--- src/rtl/ipv4_endpoint_text_validator_core_assert.svh ---
// ----------------------------------------------------------------------------
// IPv4 endpoint text validator assertion macros
// Clocked assertion wrappers, compiled out when NO_ASSERTIONS is defined.
// ----------------------------------------------------------------------------
`ifndef IPV4_ENDPOINT_TEXT_VALIDATOR_CORE_ASSERT_SVH
`define IPV4_ENDPOINT_TEXT_VALIDATOR_CORE_ASSERT_SVH

`ifndef NO_ASSERTIONS
// Check prop on every rising edge outside reset.
`define ETV_ASSERT(label, clk, rst, prop) \
  label: assert property (@(posedge clk) disable iff (rst) prop) \
    else $error("ipv4_etv assertion failed");
// Check prop on every rising edge, reset included.
`define ETV_ASSERT_ALWAYS(label, clk, prop) \
  label: assert property (@(posedge clk) prop) \
    else $error("ipv4_etv assertion failed");
`else
`define ETV_ASSERT(label, clk, rst, prop)
`define ETV_ASSERT_ALWAYS(label, clk, prop)
`endif

`endif

--- src/rtl/ipv4_etv_pkg.sv ---
// ----------------------------------------------------------------------------
// IPv4 endpoint text validator package
// Character codes, limits and the result record shared by the modules.
// ----------------------------------------------------------------------------
`timescale 1ns / 1ps

package ipv4_etv_pkg;

  localparam logic [7:0]  CHAR_ZERO  = 8'h30;
  localparam logic [7:0]  CHAR_NINE  = 8'h39;
  localparam logic [7:0]  CHAR_DOT   = 8'h2E;
  localparam logic [7:0]  CHAR_COLON = 8'h3A;

  localparam int unsigned ACCUM_W    = 17;
  localparam logic [ACCUM_W-1:0] OCTET_MAX = 17'd255;
  localparam logic [2:0]  MAX_DIGITS = 3'd5;
  localparam logic [2:0]  LAST_OCTET = 3'd3;
  localparam logic [2:0]  PORT_PART  = 3'd4;

  typedef struct packed {
    logic            is_valid;
    logic [15:0]     port;
    logic [3:0][7:0] octet;   // octet[0] is the first octet
  } result_t;

endpackage

--- src/rtl/ipv4_etv_parse.sv ---
// ----------------------------------------------------------------------------
// IPv4 endpoint text validator parser
// Per-character state update and end-of-string result, one character a cycle while take is high.
// ----------------------------------------------------------------------------
`timescale 1ns / 1ps

`include "ipv4_endpoint_text_validator_core_assert.svh"

module ipv4_etv_parse
  import ipv4_etv_pkg::*;
(
  input  logic       clk,
  input  logic       rst,
  input  logic       take,        // a character transfer this cycle
  input  logic [7:0] char_in,
  input  logic       last_char,
  output result_t    result       // valid to load when take and last_char
);

  logic [2:0]         part_index, part_index_upd, part_index_next;
  logic [2:0]         digit_count, digit_count_upd, digit_count_next;
  logic [ACCUM_W-1:0] part_accum, part_accum_upd, part_accum_next;
  logic               leading_zero_seen, lz_upd, leading_zero_seen_next;
  logic               error_flag, error_upd, error_flag_next;
  logic [3:0][7:0]    octet_store, store_upd, octet_store_next;

  logic               is_digit, is_dot, is_colon, place_ok, ok;
  logic [ACCUM_W-1:0] digit_val, accum_x10;

  assign is_digit  = (char_in >= CHAR_ZERO) && (char_in <= CHAR_NINE);
  assign is_dot    = (char_in == CHAR_DOT);
  assign is_colon  = (char_in == CHAR_COLON);
  assign digit_val = {{(ACCUM_W-8){1'b0}}, char_in - CHAR_ZERO};
  assign accum_x10 = (part_accum << 3) + (part_accum << 1);
  assign place_ok  = is_colon ? (part_index == LAST_OCTET) : (part_index < LAST_OCTET);

  always_comb begin
    part_index_upd  = part_index;
    digit_count_upd = digit_count;
    part_accum_upd  = part_accum;
    lz_upd          = leading_zero_seen;
    error_upd       = error_flag;
    store_upd       = octet_store;
    if (take && !error_flag) begin
      if (is_digit) begin
        if (digit_count == 3'd0) begin
          part_accum_upd  = digit_val;
          lz_upd          = (digit_val == '0);
          digit_count_upd = 3'd1;
        end else if (leading_zero_seen || digit_count >= MAX_DIGITS) begin
          error_upd = 1'b1;
        end else begin
          part_accum_upd  = accum_x10 + digit_val;
          digit_count_upd = digit_count + 3'd1;
        end
      end else if (is_dot || is_colon) begin
        if (!place_ok || digit_count == 3'd0 || part_accum > OCTET_MAX) begin
          error_upd = 1'b1;
        end else begin
          store_upd[part_index[1:0]] = part_accum[7:0];
          part_index_upd  = part_index + 3'd1;
          digit_count_upd = 3'd0;
          part_accum_upd  = '0;
          lz_upd          = 1'b0;
        end
      end else begin
        error_upd = 1'b1;
      end
    end
  end

  // Port range check is bit 16 clear: five digits never exceed 17 bits.
  assign ok = !error_upd && part_index_upd == PORT_PART && digit_count_upd != 3'd0 &&
              !part_accum_upd[ACCUM_W-1];

  assign result.is_valid = ok;
  assign result.port     = ok ? part_accum_upd[15:0] : 16'd0;
  assign result.octet    = ok ? store_upd : '0;

  // Return to the start state once the string ends.
  always_comb begin
    if (take && last_char) begin
      part_index_next        = '0;
      digit_count_next       = '0;
      part_accum_next        = '0;
      leading_zero_seen_next = 1'b0;
      error_flag_next        = 1'b0;
      octet_store_next       = '0;
    end else begin
      part_index_next        = part_index_upd;
      digit_count_next       = digit_count_upd;
      part_accum_next        = part_accum_upd;
      leading_zero_seen_next = lz_upd;
      error_flag_next        = error_upd;
      octet_store_next       = store_upd;
    end
  end

  always_ff @(posedge clk) begin
    if (rst) begin
      part_index        <= '0;
      digit_count       <= '0;
      part_accum        <= '0;
      leading_zero_seen <= 1'b0;
      error_flag        <= 1'b0;
      octet_store       <= '0;
    end else begin
      part_index        <= part_index_next;
      digit_count       <= digit_count_next;
      part_accum        <= part_accum_next;
      leading_zero_seen <= leading_zero_seen_next;
      error_flag        <= error_flag_next;
      octet_store       <= octet_store_next;
    end
  end

  `ETV_ASSERT(a_part_range, clk, rst, part_index <= PORT_PART && digit_count <= MAX_DIGITS)
  `ETV_ASSERT(a_end_clears, clk, rst, (take && last_char) |=> (part_index == 3'd0 && digit_count == 3'd0 && !error_flag))
  `ETV_ASSERT(a_error_sticky, clk, rst, (error_flag && !(take && last_char)) |=> error_flag)
  `ETV_ASSERT(a_idle_holds, clk, rst, !take |=> ($stable(part_index) && $stable(part_accum)))

endmodule

--- src/rtl/ipv4_etv_out_reg.sv ---
// ----------------------------------------------------------------------------
// IPv4 endpoint text validator output register
// Holds one result until the receiver takes it.
// ----------------------------------------------------------------------------
`timescale 1ns / 1ps

module ipv4_etv_out_reg
  import ipv4_etv_pkg::*;
(
  input  logic    clk,
  input  logic    rst,
  input  logic    load,
  input  result_t din,
  output logic    space,      // a new result may be loaded this cycle
  output logic    m_tvalid,
  input  logic    m_tready,
  output result_t dout
);

  assign space = !m_tvalid || m_tready;

  always_ff @(posedge clk) begin
    if (rst) begin
      m_tvalid <= 1'b0;
    end else if (space) begin
      m_tvalid <= load;
    end
  end

  always_ff @(posedge clk) begin
    if (space && load) begin
      dout <= din;
    end
  end

endmodule

--- src/rtl/ipv4_endpoint_text_validator_core.sv ---
// ----------------------------------------------------------------------------
// IPv4 endpoint text validator core
// Checks a.b.c.d:port text one character a transfer and reports the values.
// ----------------------------------------------------------------------------
// Usage:
//   Input stream (s_*): one ASCII character per transfer in s_tdata[7:0],
//   s_tlast high on the final character of a string.
//   Output stream (m_*): one result per string, sent for the transfer that
//   carries s_tlast. m_tuser is the valid flag; m_tdata holds the four octets
//   and the port, all zero when the string is invalid.
//   Latency: the result appears on m_tvalid the cycle after the last
//   character transfer.
//   Throughput: one character per cycle while s_tready is high, with the parser
//   (multiply by ten, add and range compare) feeding the output register.
//   Back-pressure: while a result waits with m_tready low, s_tready drops
//   and the parser holds its state; characters that produce no result are
//   still blocked so order is kept simply. Releasing m_tready resumes at once.
//   Reset: rst (synchronous, active high) clears the parser to the start of
//   a string and empties the output register.
// ----------------------------------------------------------------------------
`timescale 1ns / 1ps

module ipv4_endpoint_text_validator_core
  import ipv4_etv_pkg::*;
(
  input  logic        clk,
  input  logic        rst,
  input  logic        s_tvalid,
  output logic        s_tready,
  input  logic [7:0]  s_tdata,   // [7:0] char_in
  input  logic        s_tlast,   // last_char
  output logic        m_tvalid,
  input  logic        m_tready,
  output logic [47:0] m_tdata,   // [7:0] octet_a, [15:8] octet_b, [23:16] octet_c,
                                 // [31:24] octet_d, [47:32] port_value
  output logic        m_tuser    // [0] is_valid
);

  logic    take;
  result_t parse_result;
  result_t out_result;

  // Advance the parser on every character transfer.
  assign take = s_tvalid && s_tready;

  ipv4_etv_parse u_parse (
    .clk       (clk),
    .rst       (rst),
    .take      (take),
    .char_in   (s_tdata),
    .last_char (s_tlast),
    .result    (parse_result)
  );

  // Load a result only on the last character of a string.
  ipv4_etv_out_reg u_out_reg (
    .clk      (clk),
    .rst      (rst),
    .load     (take && s_tlast),
    .din      (parse_result),
    .space    (s_tready),
    .m_tvalid (m_tvalid),
    .m_tready (m_tready),
    .dout     (out_result)
  );

  assign m_tdata = {out_result.port, out_result.octet};
  assign m_tuser = out_result.is_valid;

endmodule

--- config.mk ---
export PLATFORM = sky130hd
export DESIGN_NAME = ipv4_endpoint_text_validator_core
export DESIGN_NICKNAME = d
export VERILOG_FILES = /design/src/rtl/ipv4_etv_pkg.sv /design/src/rtl/ipv4_etv_parse.sv /design/src/rtl/ipv4_etv_out_reg.sv /design/src/rtl/ipv4_endpoint_text_validator_core.sv
export VERILOG_INCLUDE_DIRS = /design/src /design/src/rtl
export SDC_FILE = /design/constraint.sdc
export NUM_CORES = 1
export LEC_CHECK = 0
export ABC_AREA = 1
export BUFFER_PORTS_ARGS = -buffer_cell sky130_fd_sc_hd__buf_4
export CORE_MARGIN = 8
export CORE_UTILIZATION = 47
export CTS_BUF_LIST = sky130_fd_sc_hd__clkbuf_2 sky130_fd_sc_hd__clkbuf_4 sky130_fd_sc_hd__clkbuf_8
export DETAILED_ROUTE_END_ITERATION = 10
export GPL_ROUTABILITY_DRIVEN = 0
export PLACE_DENSITY = 0.68
export SLEW_MARGIN = 20
export SYNTH_ARGS = -nofsm -noshare
export SYNTH_HDL_FRONTEND = slang
export SYNTH_SLANG_ARGS = --single-unit
export TNS_END_PERCENT = 100
--- constraint.sdc ---
create_clock -name clk -period 7.4 [get_ports clk]
set_clock_uncertainty 0.05 [all_clocks]
set_input_delay 0.74 -clock clk [delete_from_list [all_inputs] [get_ports clk]]
set_output_delay 0.74 -clock clk [all_outputs]
set_load 0.01 [all_outputs]
==> After elaboration in Yosys (flattened, before gate mapping) <==
Cells that the tools add are included.
{ "word_totals": {"latch_bits": 0, "input_bits": 13, "regBits": 107, "elab_cells": 93, "mem_bits_ro": 0, "ram_bits": 0, "output_inout_bits": 51, "n_memories": 0} }
{ "classes": {"n_bitwise": 0, "n_addsub": 5, "muxes": 34, "mul": 0, "div_mod_pow": 0, "eq_ne": 6, "shifts": 0, "reduce_logical": 25, "n_lt_le_gt_ge": 7} }
{ "op_table": {"columns": ["op", "count"], "rows": [
  ["2-to-1 mux 32 bit", 4],
  ["2-to-1 mux 17 bit", 6],
  ["bitwise mux 32 bit", 1],
  ["2-to-1 mux 3 bit", 10],
  ["adder 17 bit", 1],
  ["adder 17 x 8 -> 17 bit", 1],
  ["greater-than comparator 17 x 8 -> 1 bit, second input constant", 1],
  ["zero test 17 bit", 1],
  ["demux 8 bit (select 2 bit)", 1],
  ["== test 8 x 6 -> 1 bit, second input constant", 2],
  ["2-to-1 mux 1 bit", 11],
  ["logical AND 1 bit", 9],
  ["greater-or-equal comparator 8 x 6 -> 1 bit, second input constant", 1],
  ["less-or-equal comparator 8 x 6 -> 1 bit, second input constant", 1],
  ["2-to-1 mux 8 bit", 1],
  ["subtractor 8 x 6 -> 8 bit, second input constant", 1],
  ["adder 3 x 1 -> 3 bit, second input constant", 2],
  ["zero test 1 bit", 5],
  ["logical OR 1 bit", 5],
  ["AND reduction 4 bit", 1],
  ["== test 3 x 2 -> 1 bit, second input constant", 1],
  ["== test 3 bit, second input constant", 1],
  ["greater-or-equal comparator 3 bit, second input constant", 1],
  ["zero test 3 bit", 1],
  ["other kinds (8)", 8]
]} }

==> Logic depth before layout (Yosys ltp) <==
{ "logic_depth": {"word_depth": 13, "mapped_depth": 22, "ltp_nobuf": 20} }

==> By module <==
A second synthesis with hierarchy kept.
{ "unflattened": {"hier_cells": 668, "hier_area_um2": 5567.8} }
{ "by_module_without_submodules": {"columns": ["module", "area_each_um2", "seq_area_each_um2", "n_inst", "cells_each"], "rows": [
  ["ipv4_etv_parse", 4031.4, 1141.1, 1, 609],
  ["ipv4_etv_out_reg", 1519.0, 1491.4, 1, 55],
  ["ipv4_endpoint_text_validator_core", 17.5, 0.0, 1, 4]
]} }

==> Worst setup path before layout <==
OpenSTA, ideal clock, no wires.
{ "synth_path": {"kind": "in2reg", "start": "input m_tready", "end": "register u_parse.digit_count[0]", "cell_stages": 9, "path_buffers": 2, "arrival_ps": 4113, "required_time_ps": 7222, "slack_ps": 3110, "setup_ps": 128, "cell_sequence": "inv_1 -> nand2_1 -> nand2_1 -> nor2_1 -> inv_1 -> nand2_1 -> clkbuf_1 -> clkbuf_1 -> nor2_1"} }
{ "synth_via": {"elab_chain_cells": 4, "elab_cells_between_ends": 6, "classes_between": "1 x mux; 5 x reduce/logical"} }
{ "synth_lines": {"columns": ["element", "line", "rtl"], "rows": [
  ["from (decl)", "ipv4_endpoint_text_validator_core.sv:33", "input logic m_tready,"],
  ["logical OR 1 bit (*)", "ipv4_etv_out_reg.sv:20", "assign space = !m_tvalid || m_tready;"],
  ["via s_tready", "ipv4_endpoint_text_validator_core.sv:29", "output logic s_tready,"],
  ["logical AND 1 bit (*)", "ipv4_endpoint_text_validator_core.sv:44", "assign take = s_tvalid && s_tready;"],
  ["logical AND 1 bit (on tied branches)", "ipv4_etv_parse.sv:44, ipv4_etv_parse.sv:82", null],
  ["2-to-1 mux 3 bit / OR reduction 2 bit (equally long branches)", null, null],
  ["to (signal assigned)", "ipv4_etv_parse.sv:109", "digit_count <= digit_count_next;"],
  ["to (decl)", "ipv4_etv_parse.sv:21", "logic [2:0] digit_count, digit_count_upd, digit_count_next;"]
]} }
The timed path passes the listed nets; every way through them passes the cells marked *.
A chain may end at the register's enable or synchronous reset.

==> Worst setup path after layout <==
{ "layout_path": {"start": "input s_tdata[4]", "end": "register u_out_reg.dout[38] (netlist bit), data pin"} }
{ "layout_via": {"elab_chain_cells": 13, "elab_cells_between_ends": 37, "classes_between": "2 x add/sub; 2 x order compare; 3 x eq/ne; 19 x mux; 11 x reduce/logical"} }
{ "layout_lines": {"columns": ["element", "line", "rtl"], "rows": [
  ["from (decl)", "ipv4_endpoint_text_validator_core.sv:30", "input logic [7:0] s_tdata,"],
  ["branches (longest 13 deep; another with adder 17 x 8 -> 17 bit)", null, null],
  ["to (signal assigned)", "ipv4_etv_out_reg.sv:32", "dout <= din;"],
  ["to (decl)", "ipv4_etv_out_reg.sv:17", "output result_t dout"]
]} }
Several ways; the timed one is not identified.

==> impl_metrics.toml <==
[floorplan]
dieArea_sq_mm = 0.0154
floorplan.initialDensity_pct = 48.2
coreArea_sq_mm = 0.0114
die_w_um = 124
pin_count = 64
row_count = 39
die_h_um = 124

[timing]
worst_slew_pin_slew_ns = 1.03
fmax_mhz = 275
finalSetupViolations = 0
rsz0062_at_grt = "false"
hold_viol = 0
slew_headroom_pct = 31.3
period_needed_ns = 3.64
maxSlewViolCount = 0
setup_tns_ns = 0
post-route-period-util_pct = 49.2

[power_and_ir_drop]
switching_share_pct = 25.0
p_clk_share_pct = 32.7
seq_power_share_pct = 60.5
power_w = 0.00104
p_leak_nw = 2.70
intPower_w = 0.000782
p_per_area_mw_per_mm2 = 166
irDropWorstVdd_mv = 0.0874
combinationalPowerShare_pct = 6.8
switching_power_w = 0.000261

[cells_and_area]
fillers = 1064
syn_to_final_growth_pct = 14.0
fin_util_pct = 54.9
diodes = 0
final_layout_size_suffix_gt1_share_pct = 16.4
stdcell_count = 869
nets = 775

[detailed_routing]
drc = 0
vias_per_cell = 5.15
via_count = 4472
drt_wl_total_mm = 12.5
antenna_left = 0
dr.pass1.iters = 5
drt_iter0_markers = 340
avgRoutedWirePerCell_um = 14.4

[global_routing]
grt_overflow = 0
grt_usage_pct = 16.7
grt_pass1_wl_mm = 20.4
antenna_found_initial = 0
grt_max_degree = 58
grt_pass1_vias = 4351

[clock_network]
postCtsHoldBufs = 0
worst_setup_hold_path_clk_slew_ns = 0.09
cts_made_buffers = 9
h-tree-depth = 3
cts.sinks = 107
cts_tree = "built"
cts_max_path_buffers = 2
cts_setup_buffers = 0
cts_resized = 0
clockRootBuffer = "clkbuf_8"
clk-insertion-delay-late_ns = 0.37

[synthesis]
seq_area_frac_synth_pct = 47.9
postSynthCellCount = 662
synthMostInstantiatedCell = "nor2_1"
synth-seq-cells = 107
synth.distinct_cells = 37
synth_edf_count = 49
synth_top_area_share_pct = 26.8
avgSynthCellArea_sq_um = 8.31
synth_top_cell_by_area = "edfxtp_1"
ys.flop_type = "dfxtp_1"
synthTopCellsByArea = "edfxtp_1, dfxtp_1, nor2_1"
synthArstFlopShare_pct = 0
netlist_area_sq_mm = 0.00550
ys_warn_count = 0
syn-num-nets = 716
synthTopCellsByCount = "nor2_1, nand2_1, inv_1"

[run]
drv_cap = 0

[setup_path]
crit_type = "input pin to flop"
crit_start = "s_tdata[4]"
critPathRequiredTime_ns = 7.54
critical_path.max_fanout = 49
rr_startpoint = "u_parse.part_accum[0]$_SDFF_PP0_"
start_kind = "input pin"
cp.arrival_ns = 3.78
cp-end-kind = "flop"

[placed_design]
dp.cells = 853
io_buffers = 63
dpl.hpwl_mm = 9.17

[min_path]
min-delay-path-class = "flop to flop"
hold_start = "u_parse.octet_store[4]$_SDFF_PP0_"

[run_status]
status = "finished, final reports clean"
[power groups by stage]
stage,registers [W],clock network [W],logic (W)
after floorplan,0.000650,0,0.0000337
after global placement,0.000644,0,0.0000704
after detailed placement,0.000644,0,0.0000723
after CTS,0.000631,0.000350,0.0000724
after global routing,0.000632,0.000370,0.0000790
final,0.000630,0.000341,0.0000713
[routing by layer]
| layer | wire, um | global-route usage [%] | part of all wire, % | up-vias |
|---|---|---|---|---|
| met5 | 0 | 0 | 0 | - |
| met4 | 264 | 6.17 | 2.1 | 0 |
| met3 | 968 | 3.85 | 7.8 | 21 |
| li1 | - | - | - | 2254 |
| met2 | 5830 | 28.1 | 47 | 135 |
| met1 | 5430 | 20.5 | 43 | 2062 |
[cell usage in the layout, fill, tap and decap left out, types with 2 or more instances in the layout]
| cell | instances |
|---|---|
| clkbuf_8 | 9 |
| edfxtp_1 | 49 |
| fa_1 | 6 |
| inv_2 | 10 |
| nand4_1 | 6 |
| o22ai_1 | 2 |
| o21ai_1 | 4 |
| ha_1 | 35 |
| nor3_1 | 2 |
| inv_1 | 67 |
| nand3_1 | 30 |
| nor2_4 | 4 |
| nand2_4 | 2 |
| nor2_2 | 13 |
| xnor2_1 | 2 |
| o21ai_0 | 18 |
| nor2_1 | 151 |
| a21oi_1 | 55 |
| inv_8 | 2 |
| inv_6 | 2 |
| buf_4 | 65 |
| a22oi_1 | 2 |
| nand2_1 | 107 |
| dfxtp_1 | 58 |
| nand2_2 | 6 |
| xor2_1 | 5 |
[area by class of cell]
cell class | count | area, sq um | share of cell area, %
sequential | 107 | 2630 | 42.0
multi-input combinational | 461 | 2500 | 39.9
timing repair buffer | 65 | 488 | 7.78
inverter | 77 | 289 | 4.61
tap | 143 | 179 | 2.85
clock buffer | 9 | 124 | 1.98
clock inverter | 7 | 57.6 | 0.918
[per-stage QoR]
step | worst slack (ns) | instance area, sq um | hold slack [ns]
2_1_floorplan | 3.11 | 5500 | 0.397
3_3_place_gp | 2.98 | 6080 | 0.410
3_5_place_dp | 2.84 | 6080 | 0.424
4_1_cts | 3.23 | 6260 | 0.450
5_1_grt | 3.46 | 6270 | 0.473
6_report | 3.76 | 6270 | 0.445
[registers in the layout, indices dropped and copies added (netlist names)]
register and count:
u_out_reg.dout 49, u_out_reg.m_tvalid 1, u_parse.digit_count 3, u_parse.error_flag 1, u_parse.leading_zero_seen 1, u_parse.octet_store 32
u_parse.part_accum 17, u_parse.part_index 3
[worst paths after layout]
check             cells after the start                           endpoint  slack, ns
hold / removal                        2  u_parse.octet_store[4]$_SDFF_PP0_       0.45
hold reg to reg                       2  u_parse.octet_store[4]$_SDFF_PP0_       0.45
setup reg to reg                     13   u_out_reg.dout[38]$_SDFFCE_PN0P_       4.01
setup / recovery                     19   u_out_reg.dout[38]$_SDFFCE_PN0P_       3.76
[cells by family after synthesis]
family	after synthesis	share of synthesized area, %
and+or+nand+nor	325	25.4
DFF	107	47.9
buffers and inverters	94	6.94
AOI/OAI and AO/OA	88	8.51
adders and majority gates	41	10.1
xor gates and xnor gates	7	1.11
[worst max-delay path: stages]
cell and delay (ns):
buf_4 0.14, ha_1 0.23, xor2_1 0.18, fa_1 0.49, inv_1 0.04, ha_1 0.34, nand2_1 0.12, inv_1 0.05
nand2_1 0.06, nand3_1 0.13, nand3_1 0.12, nand2_1 0.05, nand2_1 0.05, nand3_1 0.06, nand2_1 0.06, nand2_1 0.06
inv_2 0.07, nand3_4 0.44, nor2_1 0.33
(Power assumes the default switching activity.)
